<file path="config.mk">
export PLATFORM = sky130hd
export DESIGN_NAME = ipv4_header_generator_flat
export DESIGN_NICKNAME = d
export VERILOG_FILES = /design/src/rtl/core/ihg_pkg.sv /design/src/rtl/core/ihg_ifs.sv /design/src/rtl/core/ihg_front.sv /design/src/rtl/core/ihg_queue.sv /design/src/rtl/core/ihg_back.sv /design/src/rtl/core/ipv4_header_generator.sv /design/src/flat_wrapper.sv
export VERILOG_INCLUDE_DIRS = /design/src /design/src/rtl/core
export SDC_FILE = /design/constraint.sdc
export NUM_CORES = 1
export LEC_CHECK = 0
export ABC_AREA = 1
export ABC_CLOCK_PERIOD_IN_PS = 19450
export BUFFER_PORTS_ARGS = -buffer_cell sky130_fd_sc_hd__buf_2
export CORE_UTILIZATION = 61
export CTS_BUF_LIST = sky130_fd_sc_hd__clkbuf_4 sky130_fd_sc_hd__clkbuf_8 sky130_fd_sc_hd__clkbuf_16
export CTS_CLUSTER_DIAMETER = 200
export DETAILED_ROUTE_END_ITERATION = 8
export PLACE_DENSITY = 0.8
export REMOVE_ABC_BUFFERS = 1
export SLEW_MARGIN = 25
export SYNTH_ARGS = -nofsm -noshare
export SYNTH_HDL_FRONTEND = slang
export SYNTH_SLANG_ARGS = --single-unit
</file>
<file path="constraint.sdc">
create_clock -name clk -period 19.45 [get_ports clk]
set_clock_uncertainty 0.15 [all_clocks]
set_input_delay 0.9725 -clock clk [delete_from_list [all_inputs] [get_ports clk]]
set_output_delay 0.9725 -clock clk [all_outputs]
set_load 0.02 [all_outputs]
</file>
<file path="src/rtl/core/ipv4_header_generator_macros.svh">
// Assertion macros shared by the IPv4 header generator RTL.
`ifndef IPV4_HEADER_GENERATOR_MACROS_SVH
`define IPV4_HEADER_GENERATOR_MACROS_SVH

`ifndef NO_ASSERTIONS

// Check that an expression holds at every clock edge out of reset.
`define IHG_ASSERT_ALWAYS(label, clk, rst_n, expr) \
    label: assert property (@(posedge clk) disable iff (!rst_n) (expr)) \
        else $error("ihg assertion failed");

// Check that a condition implies a consequence in the same cycle.
`define IHG_ASSERT_IMPLIES(label, clk, rst_n, ante, cons) \
    label: assert property (@(posedge clk) disable iff (!rst_n) (ante) |-> (cons)) \
        else $error("ihg assertion failed");

// Check that a condition implies a consequence in the next cycle.
`define IHG_ASSERT_NEXT(label, clk, rst_n, ante, cons) \
    label: assert property (@(posedge clk) disable iff (!rst_n) (ante) |=> (cons)) \
        else $error("ihg assertion failed");

`else

`define IHG_ASSERT_ALWAYS(label, clk, rst_n, expr)
`define IHG_ASSERT_IMPLIES(label, clk, rst_n, ante, cons)
`define IHG_ASSERT_NEXT(label, clk, rst_n, ante, cons)

`endif

`endif

</file>
<file path="src/rtl/core/ihg_pkg.sv">
// Types, constants and helper functions of the IPv4 header generator.
`timescale 1ns / 1ps

package ihg_pkg;

    localparam logic [7:0]  VER_IHL     = 8'h45;
    localparam logic [7:0]  TOS_VALUE   = 8'h00;
    localparam logic [7:0]  TTL_VALUE   = 8'd128;
    localparam logic [15:0] FRAG_VALUE  = 16'h0000;
    localparam logic [15:0] HDR_BYTES   = 16'd20;

    localparam int NUM_WORDS = 5;
    localparam int BEAT_W    = $clog2(NUM_WORDS);
    localparam logic [BEAT_W-1:0] LAST_BEAT = BEAT_W'(NUM_WORDS - 1);

    // Raw sum of nine 16-bit terms; the fixed ones keep it below 2^19.
    localparam int SUM_W = 19;

    localparam int QUEUE_DEPTH = 2;
    localparam int QPTR_W      = $clog2(QUEUE_DEPTH);
    localparam int QCNT_W      = $clog2(QUEUE_DEPTH + 1);

    typedef enum logic [BEAT_W-1:0] {
        BEAT_LEN   = 3'd0,
        BEAT_IDENT = 3'd1,
        BEAT_TTL   = 3'd2,
        BEAT_SRC   = 3'd3,
        BEAT_DST   = 3'd4
    } beat_t;

    typedef struct packed {
        logic [15:0] total_length;
        logic [15:0] ident;
        logic [7:0]  protocol;
        logic [15:0] checksum;
        logic [31:0] source;
        logic [31:0] dest;
    } hdr_t;

    // End-around carry fold of the raw sum, then complement.
    function automatic logic [15:0] header_checksum(input logic [SUM_W-1:0] raw);
        logic [16:0] s1;
        logic [15:0] s2;
        s1 = {1'b0, raw[15:0]} + 17'(raw[SUM_W-1:16]);
        s2 = s1[15:0] + 16'(s1[16]);
        return ~s2;
    endfunction

    // Pick one 32-bit header word in network byte order.
    function automatic logic [31:0] header_word_at(input hdr_t h, input logic [BEAT_W-1:0] b);
        logic [31:0] w;
        case (beat_t'(b))
            BEAT_LEN:   w = {VER_IHL, TOS_VALUE, h.total_length};
            BEAT_IDENT: w = {h.ident, FRAG_VALUE};
            BEAT_TTL:   w = {TTL_VALUE, h.protocol, h.checksum};
            BEAT_SRC:   w = h.source;
            BEAT_DST:   w = h.dest;
            default:    w = '0;
        endcase
        return w;
    endfunction

endpackage

</file>
<file path="src/rtl/core/ihg_ifs.sv">
// Channel interfaces of the IPv4 header generator: requests, words, configuration.
`timescale 1ns / 1ps

interface ihg_req_if;
    logic        valid;
    logic        ready;
    logic        use_own_source;
    logic [31:0] source_address;
    logic [31:0] dest_address;
    logic [7:0]  protocol_number;
    logic [15:0] payload_length;

    modport source (output valid, use_own_source, source_address, dest_address,
                    protocol_number, payload_length, input ready);
    modport sink   (input valid, use_own_source, source_address, dest_address,
                    protocol_number, payload_length, output ready);
endinterface

interface ihg_word_if;
    logic        valid;
    logic        ready;
    logic [31:0] header_word;
    logic        last_word;

    modport source (output valid, header_word, last_word, input ready);
    modport sink   (input valid, header_word, last_word, output ready);
endinterface

interface ihg_cfg_if;
    logic        valid;
    logic        ready;
    logic [31:0] own_address;

    modport source (output valid, own_address, input ready);
    modport sink   (input valid, own_address, output ready);
endinterface

</file>
<file path="src/rtl/core/ihg_front.sv">
// Request front end: source select, identification counter and checksum sum.
`timescale 1ns / 1ps
`include "ipv4_header_generator_macros.svh"

module ihg_front
    import ihg_pkg::*;
(
    input  logic       clk,
    input  logic       rst_n,
    ihg_cfg_if.sink    cfg,
    ihg_req_if.sink    req,
    output logic       push_valid,
    input  logic       push_ready,
    output hdr_t       push_data
);

    logic [31:0]      own_address_reg;
    logic [15:0]      ident_reg;
    logic [15:0]      ident_next;
    logic             stage_valid_reg;
    logic             stage_valid_next;
    hdr_t             stage_hdr_reg;
    hdr_t             stage_hdr_next;
    logic [SUM_W-1:0] raw_sum_reg;
    logic [SUM_W-1:0] raw_sum_next;
    logic             in_accept;
    logic [31:0]      src_sel;
    logic [15:0]      hdr_total;

    assign cfg.ready  = 1'b1;
    assign req.ready  = !stage_valid_reg || push_ready;
    assign in_accept  = req.valid && req.ready;

    always_comb
    begin
        src_sel   = req.use_own_source ? own_address_reg : req.source_address;
        hdr_total = req.payload_length + HDR_BYTES;

        stage_hdr_next.total_length = hdr_total;
        stage_hdr_next.ident        = ident_reg;
        stage_hdr_next.protocol     = req.protocol_number;
        stage_hdr_next.checksum     = '0;
        stage_hdr_next.source       = src_sel;
        stage_hdr_next.dest         = req.dest_address;

        // Sum every 16-bit header half-word with the checksum field at zero.
        raw_sum_next = SUM_W'({VER_IHL, TOS_VALUE}) + SUM_W'(hdr_total)
                     + SUM_W'(ident_reg) + SUM_W'(FRAG_VALUE)
                     + SUM_W'({TTL_VALUE, req.protocol_number})
                     + SUM_W'(src_sel[31:16]) + SUM_W'(src_sel[15:0])
                     + SUM_W'(req.dest_address[31:16]) + SUM_W'(req.dest_address[15:0]);

        ident_next       = in_accept ? ident_reg + 16'd1 : ident_reg;
        stage_valid_next = in_accept || (stage_valid_reg && !push_ready);
    end

    always_ff @(posedge clk or negedge rst_n)
    begin
        if (!rst_n)
        begin
            own_address_reg <= '0;
            ident_reg       <= '0;
            stage_valid_reg <= 1'b0;
        end
        else
        begin
            if (cfg.valid && cfg.ready)
            begin
                own_address_reg <= cfg.own_address;
            end
            ident_reg       <= ident_next;
            stage_valid_reg <= stage_valid_next;
        end
    end

    always_ff @(posedge clk)
    begin
        if (in_accept)
        begin
            stage_hdr_reg <= stage_hdr_next;
            raw_sum_reg   <= raw_sum_next;
        end
    end

    always_comb
    begin
        push_data          = stage_hdr_reg;
        push_data.checksum = header_checksum(raw_sum_reg);
    end

    assign push_valid = stage_valid_reg;

    `IHG_ASSERT_NEXT(a_ident_advance, clk, rst_n, in_accept,
                     ident_reg == 16'($past(ident_reg) + 16'd1))

endmodule

</file>
<file path="src/rtl/core/ihg_queue.sv">
// Short header queue between the front end and the word serializer.
`timescale 1ns / 1ps
`include "ipv4_header_generator_macros.svh"

module ihg_queue
    import ihg_pkg::*;
(
    input  logic clk,
    input  logic rst_n,
    input  logic push_valid,
    output logic push_ready,
    input  hdr_t push_data,
    output logic pop_valid,
    input  logic pop_ready,
    output hdr_t pop_data
);

    hdr_t              mem [QUEUE_DEPTH];
    logic [QPTR_W-1:0] wr_ptr_reg;
    logic [QPTR_W-1:0] rd_ptr_reg;
    logic [QCNT_W-1:0] count_reg;
    logic [QCNT_W-1:0] count_next;
    logic              push_fire;
    logic              pop_fire;

    assign push_ready = count_reg != QCNT_W'(QUEUE_DEPTH);
    assign pop_valid  = count_reg != '0;
    assign push_fire  = push_valid && push_ready;
    assign pop_fire   = pop_valid && pop_ready;
    assign pop_data   = mem[rd_ptr_reg];

    always_comb
    begin
        count_next = count_reg;
        if (push_fire && !pop_fire)
        begin
            count_next = count_reg + 1'b1;
        end
        else if (pop_fire && !push_fire)
        begin
            count_next = count_reg - 1'b1;
        end
    end

    always_ff @(posedge clk or negedge rst_n)
    begin
        if (!rst_n)
        begin
            wr_ptr_reg <= '0;
            rd_ptr_reg <= '0;
            count_reg  <= '0;
        end
        else
        begin
            if (push_fire)
            begin
                wr_ptr_reg <= (wr_ptr_reg == QPTR_W'(QUEUE_DEPTH - 1)) ? '0 : wr_ptr_reg + 1'b1;
            end
            if (pop_fire)
            begin
                rd_ptr_reg <= (rd_ptr_reg == QPTR_W'(QUEUE_DEPTH - 1)) ? '0 : rd_ptr_reg + 1'b1;
            end
            count_reg <= count_next;
        end
    end

    always_ff @(posedge clk)
    begin
        if (push_fire)
        begin
            mem[wr_ptr_reg] <= push_data;
        end
    end

    `IHG_ASSERT_ALWAYS(a_count_bound, clk, rst_n, count_reg <= QCNT_W'(QUEUE_DEPTH))
    `IHG_ASSERT_NEXT(a_count_grow, clk, rst_n, push_fire && !pop_fire,
                     count_reg == QCNT_W'($past(count_reg) + 1'b1))

endmodule

</file>
<file path="src/rtl/core/ihg_back.sv">
// Word serializer: emits each queued header as five 32-bit beats.
`timescale 1ns / 1ps
`include "ipv4_header_generator_macros.svh"

module ihg_back
    import ihg_pkg::*;
(
    input  logic        clk,
    input  logic        rst_n,
    input  logic        pop_valid,
    output logic        pop_ready,
    input  hdr_t        pop_data,
    ihg_word_if.source  hdr
);

    hdr_t              hdr_reg;
    logic [BEAT_W-1:0] beat_reg;
    logic [BEAT_W-1:0] beat_next;
    logic              out_valid_reg;
    logic              out_valid_next;
    logic              out_fire;
    logic              at_last;
    logic              load;

    assign at_last   = beat_reg == LAST_BEAT;
    assign out_fire  = out_valid_reg && hdr.ready;
    assign pop_ready = !out_valid_reg || (out_fire && at_last);
    assign load      = pop_valid && pop_ready;

    always_comb
    begin
        beat_next      = beat_reg;
        out_valid_next = out_valid_reg;
        if (load)
        begin
            beat_next      = '0;
            out_valid_next = 1'b1;
        end
        else if (out_fire)
        begin
            if (at_last)
            begin
                beat_next      = '0;
                out_valid_next = 1'b0;
            end
            else
            begin
                beat_next = beat_reg + 1'b1;
            end
        end
    end

    always_ff @(posedge clk or negedge rst_n)
    begin
        if (!rst_n)
        begin
            beat_reg      <= '0;
            out_valid_reg <= 1'b0;
        end
        else
        begin
            beat_reg      <= beat_next;
            out_valid_reg <= out_valid_next;
        end
    end

    always_ff @(posedge clk)
    begin
        if (load)
        begin
            hdr_reg <= pop_data;
        end
    end

    assign hdr.valid       = out_valid_reg;
    assign hdr.header_word = header_word_at(hdr_reg, beat_reg);
    assign hdr.last_word   = at_last;

    `IHG_ASSERT_ALWAYS(a_beat_bound, clk, rst_n, beat_reg <= LAST_BEAT)
    `IHG_ASSERT_NEXT(a_drain_idle, clk, rst_n, out_fire && at_last && !pop_valid,
                     !out_valid_reg)

endmodule

</file>
<file path="src/rtl/core/ipv4_header_generator.sv">
// IPv4 header generator: top level joining front end, queue and serializer.
//
// Usage:
//   cfg  : write beat sets own_address, the local IPv4 address (always ready).
//          Write it only while the block is idle.
//   req  : one beat per header request (source choice, addresses, protocol,
//          payload length). Each accepted beat takes the current
//          identification value; the 16-bit counter then advances and wraps.
//   hdr  : five beats per request, header words 0..4 in network byte order,
//          last_word high on the fifth beat.
// Path: an accepted request passes the front stage, the queue and the
//   serializer register before its first word is valid.
// Throughput: bounded by the single 32-bit output channel, five beats per
//   header; the serializer moves from the last beat of one header straight
//   to the first beat of the next. The front end takes a request every cycle
//   until its stage and the two-entry queue are full.
// Reset: clears own_address, the identification counter and all valid state.
// Stall: when hdr.ready is low the current word holds; the queue and the
//   front stage fill and then req.ready drops.
`timescale 1ns / 1ps

module ipv4_header_generator
    import ihg_pkg::*;
(
    input  logic        clk,
    input  logic        rst_n,
    ihg_cfg_if.sink     cfg,
    ihg_req_if.sink     req,
    ihg_word_if.source  hdr
);

    // Front end to queue.
    logic push_valid;
    logic push_ready;
    hdr_t push_data;

    // Queue to serializer.
    logic pop_valid;
    logic pop_ready;
    hdr_t pop_data;

    // Accept requests, pick the source and register the checksum sum.
    ihg_front u_front (
        .clk        (clk),
        .rst_n      (rst_n),
        .cfg        (cfg),
        .req        (req),
        .push_valid (push_valid),
        .push_ready (push_ready),
        .push_data  (push_data)
    );

    // Decouple request intake from word output.
    ihg_queue u_queue (
        .clk        (clk),
        .rst_n      (rst_n),
        .push_valid (push_valid),
        .push_ready (push_ready),
        .push_data  (push_data),
        .pop_valid  (pop_valid),
        .pop_ready  (pop_ready),
        .pop_data   (pop_data)
    );

    // Serialize each header into five word beats.
    ihg_back u_back (
        .clk       (clk),
        .rst_n     (rst_n),
        .pop_valid (pop_valid),
        .pop_ready (pop_ready),
        .pop_data  (pop_data),
        .hdr       (hdr)
    );

endmodule
</file>
<file path="src/flat_wrapper.sv">
// flat-port wrapper written by rule: the top's interface ports become plain ports
module ipv4_header_generator_flat import ihg_pkg::*;
  (clk, rst_n, cfg_valid, cfg_own_address, cfg_ready, req_valid, req_use_own_source, req_source_address, req_dest_address, req_protocol_number, req_payload_length, req_ready, hdr_valid, hdr_header_word, hdr_last_word, hdr_ready);
  ihg_cfg_if cfg_i ();
  ihg_req_if req_i ();
  ihg_word_if hdr_i ();
  input  logic clk;
  input  logic rst_n;
  input wire logic [$bits(cfg_i.valid)-1:0] cfg_valid;
  input wire logic [$bits(cfg_i.own_address)-1:0] cfg_own_address;
  output wire logic [$bits(cfg_i.ready)-1:0] cfg_ready;
  input wire logic [$bits(req_i.valid)-1:0] req_valid;
  input wire logic [$bits(req_i.use_own_source)-1:0] req_use_own_source;
  input wire logic [$bits(req_i.source_address)-1:0] req_source_address;
  input wire logic [$bits(req_i.dest_address)-1:0] req_dest_address;
  input wire logic [$bits(req_i.protocol_number)-1:0] req_protocol_number;
  input wire logic [$bits(req_i.payload_length)-1:0] req_payload_length;
  output wire logic [$bits(req_i.ready)-1:0] req_ready;
  output wire logic [$bits(hdr_i.valid)-1:0] hdr_valid;
  output wire logic [$bits(hdr_i.header_word)-1:0] hdr_header_word;
  output wire logic [$bits(hdr_i.last_word)-1:0] hdr_last_word;
  input wire logic [$bits(hdr_i.ready)-1:0] hdr_ready;
  assign cfg_i.valid = cfg_valid;
  assign cfg_i.own_address = cfg_own_address;
  assign cfg_ready = cfg_i.ready;
  assign req_i.valid = req_valid;
  assign req_i.use_own_source = req_use_own_source;
  assign req_i.source_address = req_source_address;
  assign req_i.dest_address = req_dest_address;
  assign req_i.protocol_number = req_protocol_number;
  assign req_i.payload_length = req_payload_length;
  assign req_ready = req_i.ready;
  assign hdr_valid = hdr_i.valid;
  assign hdr_header_word = hdr_i.header_word;
  assign hdr_last_word = hdr_i.last_word;
  assign hdr_i.ready = hdr_ready;
  ipv4_header_generator u_core (.clk(clk), .rst_n(rst_n), .cfg(cfg_i), .req(req_i), .hdr(hdr_i));
endmodule
</file>
After elaboration in Yosys (flattened, before gate mapping)
Memory sizes are Yosys's and may differ from the RTL's. A register that Yosys moved wholly into a read port is not among the register bits.
Cells that the tools add are included.
{ "word_totals": {"wordCells": 73, "memories": 1, "regBits": 180, "ramBits": 240, "input_bits": 126} }
{ "classes": {"n_eq_ne": 5, "n_reduce_logical": 22, "bitwise_logic": 1, "muxes": 14, "add_sub_neg": 16} }
{ "memory_table": {"columns": ["name", "words", "word_bits", "read_ports", "rd_clocked_by_memory_dff", "write_ports", "line", "text"], "rows": [
  ["u_core.u_queue.mem", 2, 120, 1, 1, 1, "ihg_queue.sv:18", "hdr_t mem [QUEUE_DEPTH];"]
]} }
{ "op_table": {"columns": ["op", "n"], "rows": [
  ["$pmux W32 S5", 1],
  ["$add A19 B16 Y19", 4],
  ["$mux W32", 1],
  ["$add A18 B16 Y19", 1],
  ["$add A17 B16 Y18", 1],
  ["$add A15 B16 Y17 const A", 1],
  ["$add A16 B3 Y17", 1],
  ["$add A16 B1 Y16", 1],
  ["$add A16 B1 Y16 const B", 1],
  ["$add A16 B5 Y16 const B", 1],
  ["$not A16 Y16", 1],
  ["$mux W3", 3],
  ["$logic_and A1 B1 Y1", 8],
  ["$reduce_bool A2 Y1", 4],
  ["$mux W1", 7],
  ["$eq A3 B2 Y1 const B", 2],
  ["$logic_not A1 Y1", 5],
  ["$mux W2", 2],
  ["$add A3 B1 Y3 const B", 1],
  ["$eq A3 B1 Y1 const B", 1],
  ["$eq A3 B3 Y1 const B", 1],
  ["$logic_not A3 Y1", 1],
  ["$logic_or A1 B1 Y1", 3],
  ["$add A1 B1 Y1 const B", 2],
  ["4 further kinds", 4]
]} }

Longest topological paths before layout
{ "depth": {"word_depth": 8, "mapped_depth": 23, "depth_no_buf": 23} }

By module
Synthesis repeated with hierarchy kept, for this count alone.
{ "hier_totals": {"cells_unflattened": 1965, "area_unflattened_um2": 23747.8} }
{ "by_module_without_submodules": {"columns": ["module", "area_each_um2", "cells_each", "n_inst"], "rows": [
  ["ihg_front", 10060.9, 981, 1],
  ["ihg_queue", 8987.4, 656, 1],
  ["ihg_back", 4699.5, 328, 1]
]} }

Worst setup path after synthesis
Ideal clock, no wire load.
{ "synth_path": {"path_type": "register -> register", "from": "register u_core.u_queue.count_reg[1]", "to": "memory u_core.u_queue.mem[1][0] (netlist bit), enable pin", "arrival_ns": 5.608, "setup_ns": 0.602, "n_path_buf": 0, "path_slack_ns": 13.090, "required_time_ns": 18.698, "stages_incl_launch_ff": 4, "path_cell_list": "dfrtp_1 > inv_1 > o21ai_0 > nor2_1"} }
{ "synth_between": {"elab_chain_len": 4} }
{ "synth_lines": {"columns": ["element", "line", "text"], "rows": [
  ["start, declared", "ihg_queue.sv:21", "logic [QCNT_W-1:0] count_reg;"],
  ["start signal, assigned", "ihg_queue.sv:63", "count_reg <= count_next;"],
  ["$ne A2 B2 Y1", "ihg_queue.sv:26", "assign push_ready = count_reg != QCNT_W'(QUEUE_DEPTH);"],
  ["$logic_and A1 B1 Y1", "ihg_queue.sv:28", "assign push_fire = push_valid && push_ready;"],
  ["$mux W1", "ihg_queue.sv:69", "if (push_fire)"],
  ["$mux W1 (not written as such)", "ihg_queue.sv:71", "mem[wr_ptr_reg] <= push_data;"],
  ["end, declared", "ihg_queue.sv:18", null]
]} }
Every way passes these cells.

Worst setup path after layout
{ "layout_path": {"from": "input req_payload_length[2]", "to": "register u_core.u_front.raw_sum_reg[17], data pin"} }
{ "layout_between": {"elab_chain_len": 8} }
{ "layout_lines": {"columns": ["element", "line", "text"], "rows": [
  ["start, declared", "flat_wrapper.sv:17", "input wire logic [$bits(req_i.payload_length)-1:0] req_payload_length;"],
  ["$add A16 B5 Y16", "ihg_front.sv:37", "hdr_total = req.payload_length + HDR_BYTES;"],
  ["named net u_core.u_front.hdr_total[12]", "ihg_front.sv:28", "logic [15:0] hdr_total;"],
  ["$add A15 B16 Y17", "ihg_front.sv:47", "raw_sum_next = SUM_W'({VER_IHL, TOS_VALUE}) + SUM_W'(hdr_total)"],
  ["$add A17 B16 Y18", "ihg_front.sv:48", "+ SUM_W'(ident_reg) + SUM_W'(FRAG_VALUE)"],
  ["$add A18 B16 Y19", "ihg_front.sv:49", "+ SUM_W'({TTL_VALUE, req.protocol_number})"],
  ["$add A19 B16 Y19 (2 in a row)", "ihg_front.sv:50", "+ SUM_W'(src_sel[31:16]) + SUM_W'(src_sel[15:0])"],
  ["$add A19 B16 Y19 (2 in a row)", "ihg_front.sv:51", "+ SUM_W'(req.dest_address[31:16]) + SUM_W'(req.dest_address[15:0]);"],
  ["named net u_core.u_front.raw_sum_next[17]", "ihg_front.sv:25", "logic [SUM_W-1:0] raw_sum_next;"],
  ["end signal, assigned", "ihg_front.sv:81", "raw_sum_reg <= raw_sum_next;"],
  ["end, declared", "ihg_front.sv:24", "logic [SUM_W-1:0] raw_sum_reg;"]
]} }
The timed path passes the listed nets, and every way through them passes these cells.
A chain may end at the register's enable or synchronous reset.

==> results.py <==
metrics = {
    "die": {
        "io_pins": 162,
        "start_util": 0.6239,
        "fp.coreArea_um2": 37930,
        "rows": 71,
        "design.die.area_um2": 39590,
        "die_w_um": 199.0,
        "fp.dieH_um": 199.0,
    },
    "status": {
        "status": "finished, final reports clean",
    },
    "timing": {
        "max_slew_margin": 0.3132,
        "period_share": 0.2865,
        "setup_violations": 0,
        "finalSetupTns_ns": 0,
        "rsz0062_at_grt": "no",
        "hold_ws_ns": 0.2940,
        "worst_slew_pin_slew_ns": 1.030,
        "finalHoldViolCount": 0,
        "slew_violations": 0,
        "min_period_ns": 5.572,
        "fmax_mhz": 179.5,
    },
    "power_and_ir_drop": {
        "power_leakage_nw": 11.37,
        "peakVddDrop_v": 0.0001064,
        "p_per_area_nw_per_um2": 176.5,
        "p_total_mw": 4.707,
    },
    "final_layout": {
        "drive_above_1_share": 0.1410,
        "nets": 2389,
        "antenna_cells": 0,
        "area_delta_synth_final_pct": 12.66,
        "final_area_um2": 26660,
        "largest_reg_flops": 240,
        "fillers": 2581,
    },
    "cts": {
        "insertion_delay_ns": 0.59,
        "cts_sinks": 540,
        "cts_buffers": 51,
        "hold_buffers": 0,
        "cts_tree": "built",
        "path_clk_slew_ns": 0.06,
        "cts_max_path_buffers": 3,
        "cts_root_buffer": "clkbuf_16",
        "htreeDepth": 2,
        "post-cts-setup-buffers": 0,
        "ctsResizeCount": 0,
    },
    "min_path": {
        "hold_start": "u_core.u_front.push_data[17]",
        "hp-class": "reg -> reg",
        "holdPathStages": 0,
        "hold_end": "u_core.u_queue.mem[1][17]",
    },
    "synthesis": {
        "ys.flop_type": "edfxtp_1",
        "avgSynthCellArea_um2": 11.96,
        "synth-edff-count": 483,
        "yosys.cell_types.count": 39,
        "async_flop_share": 0.1056,
        "ys_ff_latch": 540,
        "synth_area_leaders": "edfxtp_1 (61%), nand2_1 (10%), dfrtp_1 (6.0%)",
        "netlist_instances": 1979,
        "synth-seq-area-share": 0.6732,
        "netlist_area_um2": 23670,
        "synth_top_area_share": 0.6129,
        "synth_top_cell_by_area": "edfxtp_1",
        "ys_warn_count": 0,
    },
    "drt": {
        "drc_errors": 0,
        "drt_iter0_drc": 1249,
        "wl_um": 55040,
        "routed_via_density": 5.505,
        "ant_nets": 0,
        "routed-via-count": 14870,
        "post_drt_wl_per_cell_um": 20.37,
        "first_pass_iters": 7,
    },
    "setup_path": {
        "path_cells": "buf_2 -> ha_1 -> nor2_1 -> nor2_1 -> nand3_1 -> nor2_1 -> nand3_1 -> xor2_1 -> inv_1 -> fa_1 -> inv_1 -> fa_1 -> fa_1 -> ha_1 -> ha_1 -> a21oi_1 -> o21ai_0 -> a21oi_1 -> o21ai_0 -> nand2_1 -> nand2_1",
        "worstSetupPathType": "in -> reg",
        "crit_arrival_ns": 5.76,
        "reg2reg_from": "u_core.u_front.own_address_reg[24]",
        "end_kind": "flop",
        "rrSetupSlack_ns": 14.69,
        "reg2reg_to": "u_core.u_front.raw_sum_reg[17]",
        "critPathSlowestCell": "fa_1",
        "ff2ff_path_depth": 18,
        "crit_required_ns": 19.64,
        "cpPeakStageDelay_ns": 0.52,
        "cp_max_fo": 6,
        "crit_family": "adder cells",
        "crit_buf_inv": 3,
        "cp-start-kind": "input pin",
    },
    "flow_run": {
        "maxCapViolCount": 0,
    },
    "global_route": {
        "first_global_vias": 14910,
        "antenna_found_initial": 0,
        "grtUsageTotal": 0.2887,
        "grt_pass1_wl_um": 82830,
        "grt_max_degree": 84,
        "gr-total-overflow": 0,
    },
    "place": {
        "io_buffer_count": 160,
        "place_area_um2": 25010,
        "hpwl_um": 36540,
        "gp_congestion": 0.8670,
    },
}
## metal layers
metal | GRT usage | vias up | share of wire | routed length, um
met5 | 0 | - | 0 | 0
met4 | 0.09772 | 0 | 0.029 | 1622
met3 | 0.05663 | 124 | 0.086 | 4737
met2 | 0.4834 | 678 | 0.50 | 27310
met1 | 0.3805 | 7237 | 0.39 | 21370
li1 | - | 6835 | - | -
## how the worst max path moves through the flow
stage,from,endpoint,cells past startpoint
finish,req_payload_length[2],u_core.u_front.raw_sum_reg[17],21
global placement,req_payload_length[2],u_core.u_front.raw_sum_reg[17],21
global route,req_payload_length[2],u_core.u_front.raw_sum_reg[17],21
detailed placement,req_payload_length[2],u_core.u_front.raw_sum_reg[17],21
floorplan,u_core.u_queue.count_reg[1],u_core.u_queue.mem[1][0],3
CTS,req_payload_length[2],u_core.u_front.raw_sum_reg[17],21
## worst register-to-register path: stages, from the launching register on
cell and delay (ns):
dfrtp_1 0.36, nand2_1 0.07, o21ai_0 0.21, inv_1 0.14
fa_1 0.50, inv_1 0.05, fa_1 0.47, fa_1 0.57
inv_1 0.10, fa_1 0.51, inv_1 0.04, ha_1 0.35
a21o_1 0.19, a21oi_1 0.11, nand2_1 0.11, a21oi_1 0.35
o21ai_0 0.13, nand2_1 0.07, nand2_1 0.06
## cells by family (layout without fill, tap and decap cells)
| group | count (synthesis) | after routing | synth area share |
|---|---|---|---|
| simple gates | 840 | 840 | 0.1471 |
| xor+xnor | 51 | 51 | 0.01887 |
| other cells | 1 | 1 | 0.0001585 |
| fa+ha+maj | 113 | 113 | 0.08227 |
| compound gates | 107 | 107 | 0.02443 |
| buf+inv | 322 | 534 | 0.05160 |
| mux | 5 | 5 | 0.002379 |
| flops | 540 | 540 | 0.6732 |
## where the power goes
group | leakage, nW | internal (mW) | switching [mW]
sequential | 5.20 | 1.79 | 0.144
clock | 0.834 | 0.562 | 0.413
combinational | 5.34 | 0.561 | 1.23
total | 11.4 | 2.92 | 1.79
## synthesized netlist by cell type, types with 2 or more instances
library cell,instances
nand2_1,646
edfxtp_1,483
inv_1,261
fa_1,71
o21ai_0,66
nand3_1,62
dfrtp_1,57
nor2_1,52
clkbuf_1,46
ha_1,42
xor2_1,39
nand4_1,38
a21oi_1,28
xnor2_1,12
nand2_2,11
nor2_2,9
inv_2,7
nor3_1,6
buf_1,5
mux2_2,5
nor2_4,5
a21o_1,4
nand3_2,3
o21bai_1,3
nand2_4,2
nand3b_1,2
nor4_1,2
## area by class of cell
type                            count  area, um^2  share of cell area
Inverter                          268        1012             0.03797
Multi-Input combinational cell   1117        6531              0.2450
Clock buffer                       72        1500             0.05627
Clock inverter                     22       150.1            0.005631
Tap cell                          511       639.4             0.02398
Timing Repair Buffer              172       894.6             0.03355
Sequential cell                   540       15930              0.5976
## cell usage in the layout (no fill, tap or decap), types with 2 or more instances in the layout
cell,netlist,final
a21oi_1,28,28
o21bai_1,3,3
a21o_1,4,4
bufinv_16,0,2
nand3_2,3,3
buf_2,1,160
ha_1,42,41
fa_1,71,71
nor2_4,5,7
nand2_1,646,646
xnor2_1,12,12
buf_4,1,11
nand4_1,38,38
nand3b_1,2,2
inv_2,7,9
nand2_4,2,2
edfxtp_1,483,483
xor2_1,39,39
clkbuf_16,0,53
clkbuf_8,0,5
nor3_1,6,6
dfrtp_1,57,56
nor2_1,52,50
nand3_1,62,62
inv_1,261,256
nand2_2,11,11
nor2_2,9,9
mux2_2,5,5
clkinv_1,0,11
inv_4,0,2
clkinv_2,0,9
nor4_1,2,2
o21ai_0,66,66
clkbuf_4,0,14
## per-stage QoR
step                      setup slack (ns)    util  cells
final                                13.88  0.7029   2702
after global routing                 13.65  0.7029   2702
after CTS                            13.92  0.7029   2702
after detailed placement             13.33  0.6594   2608
after global placement               13.44  0.6593   2608
after floorplan                      13.09       -   1925
No activity file was read; power rests on OpenSTA's default activity.
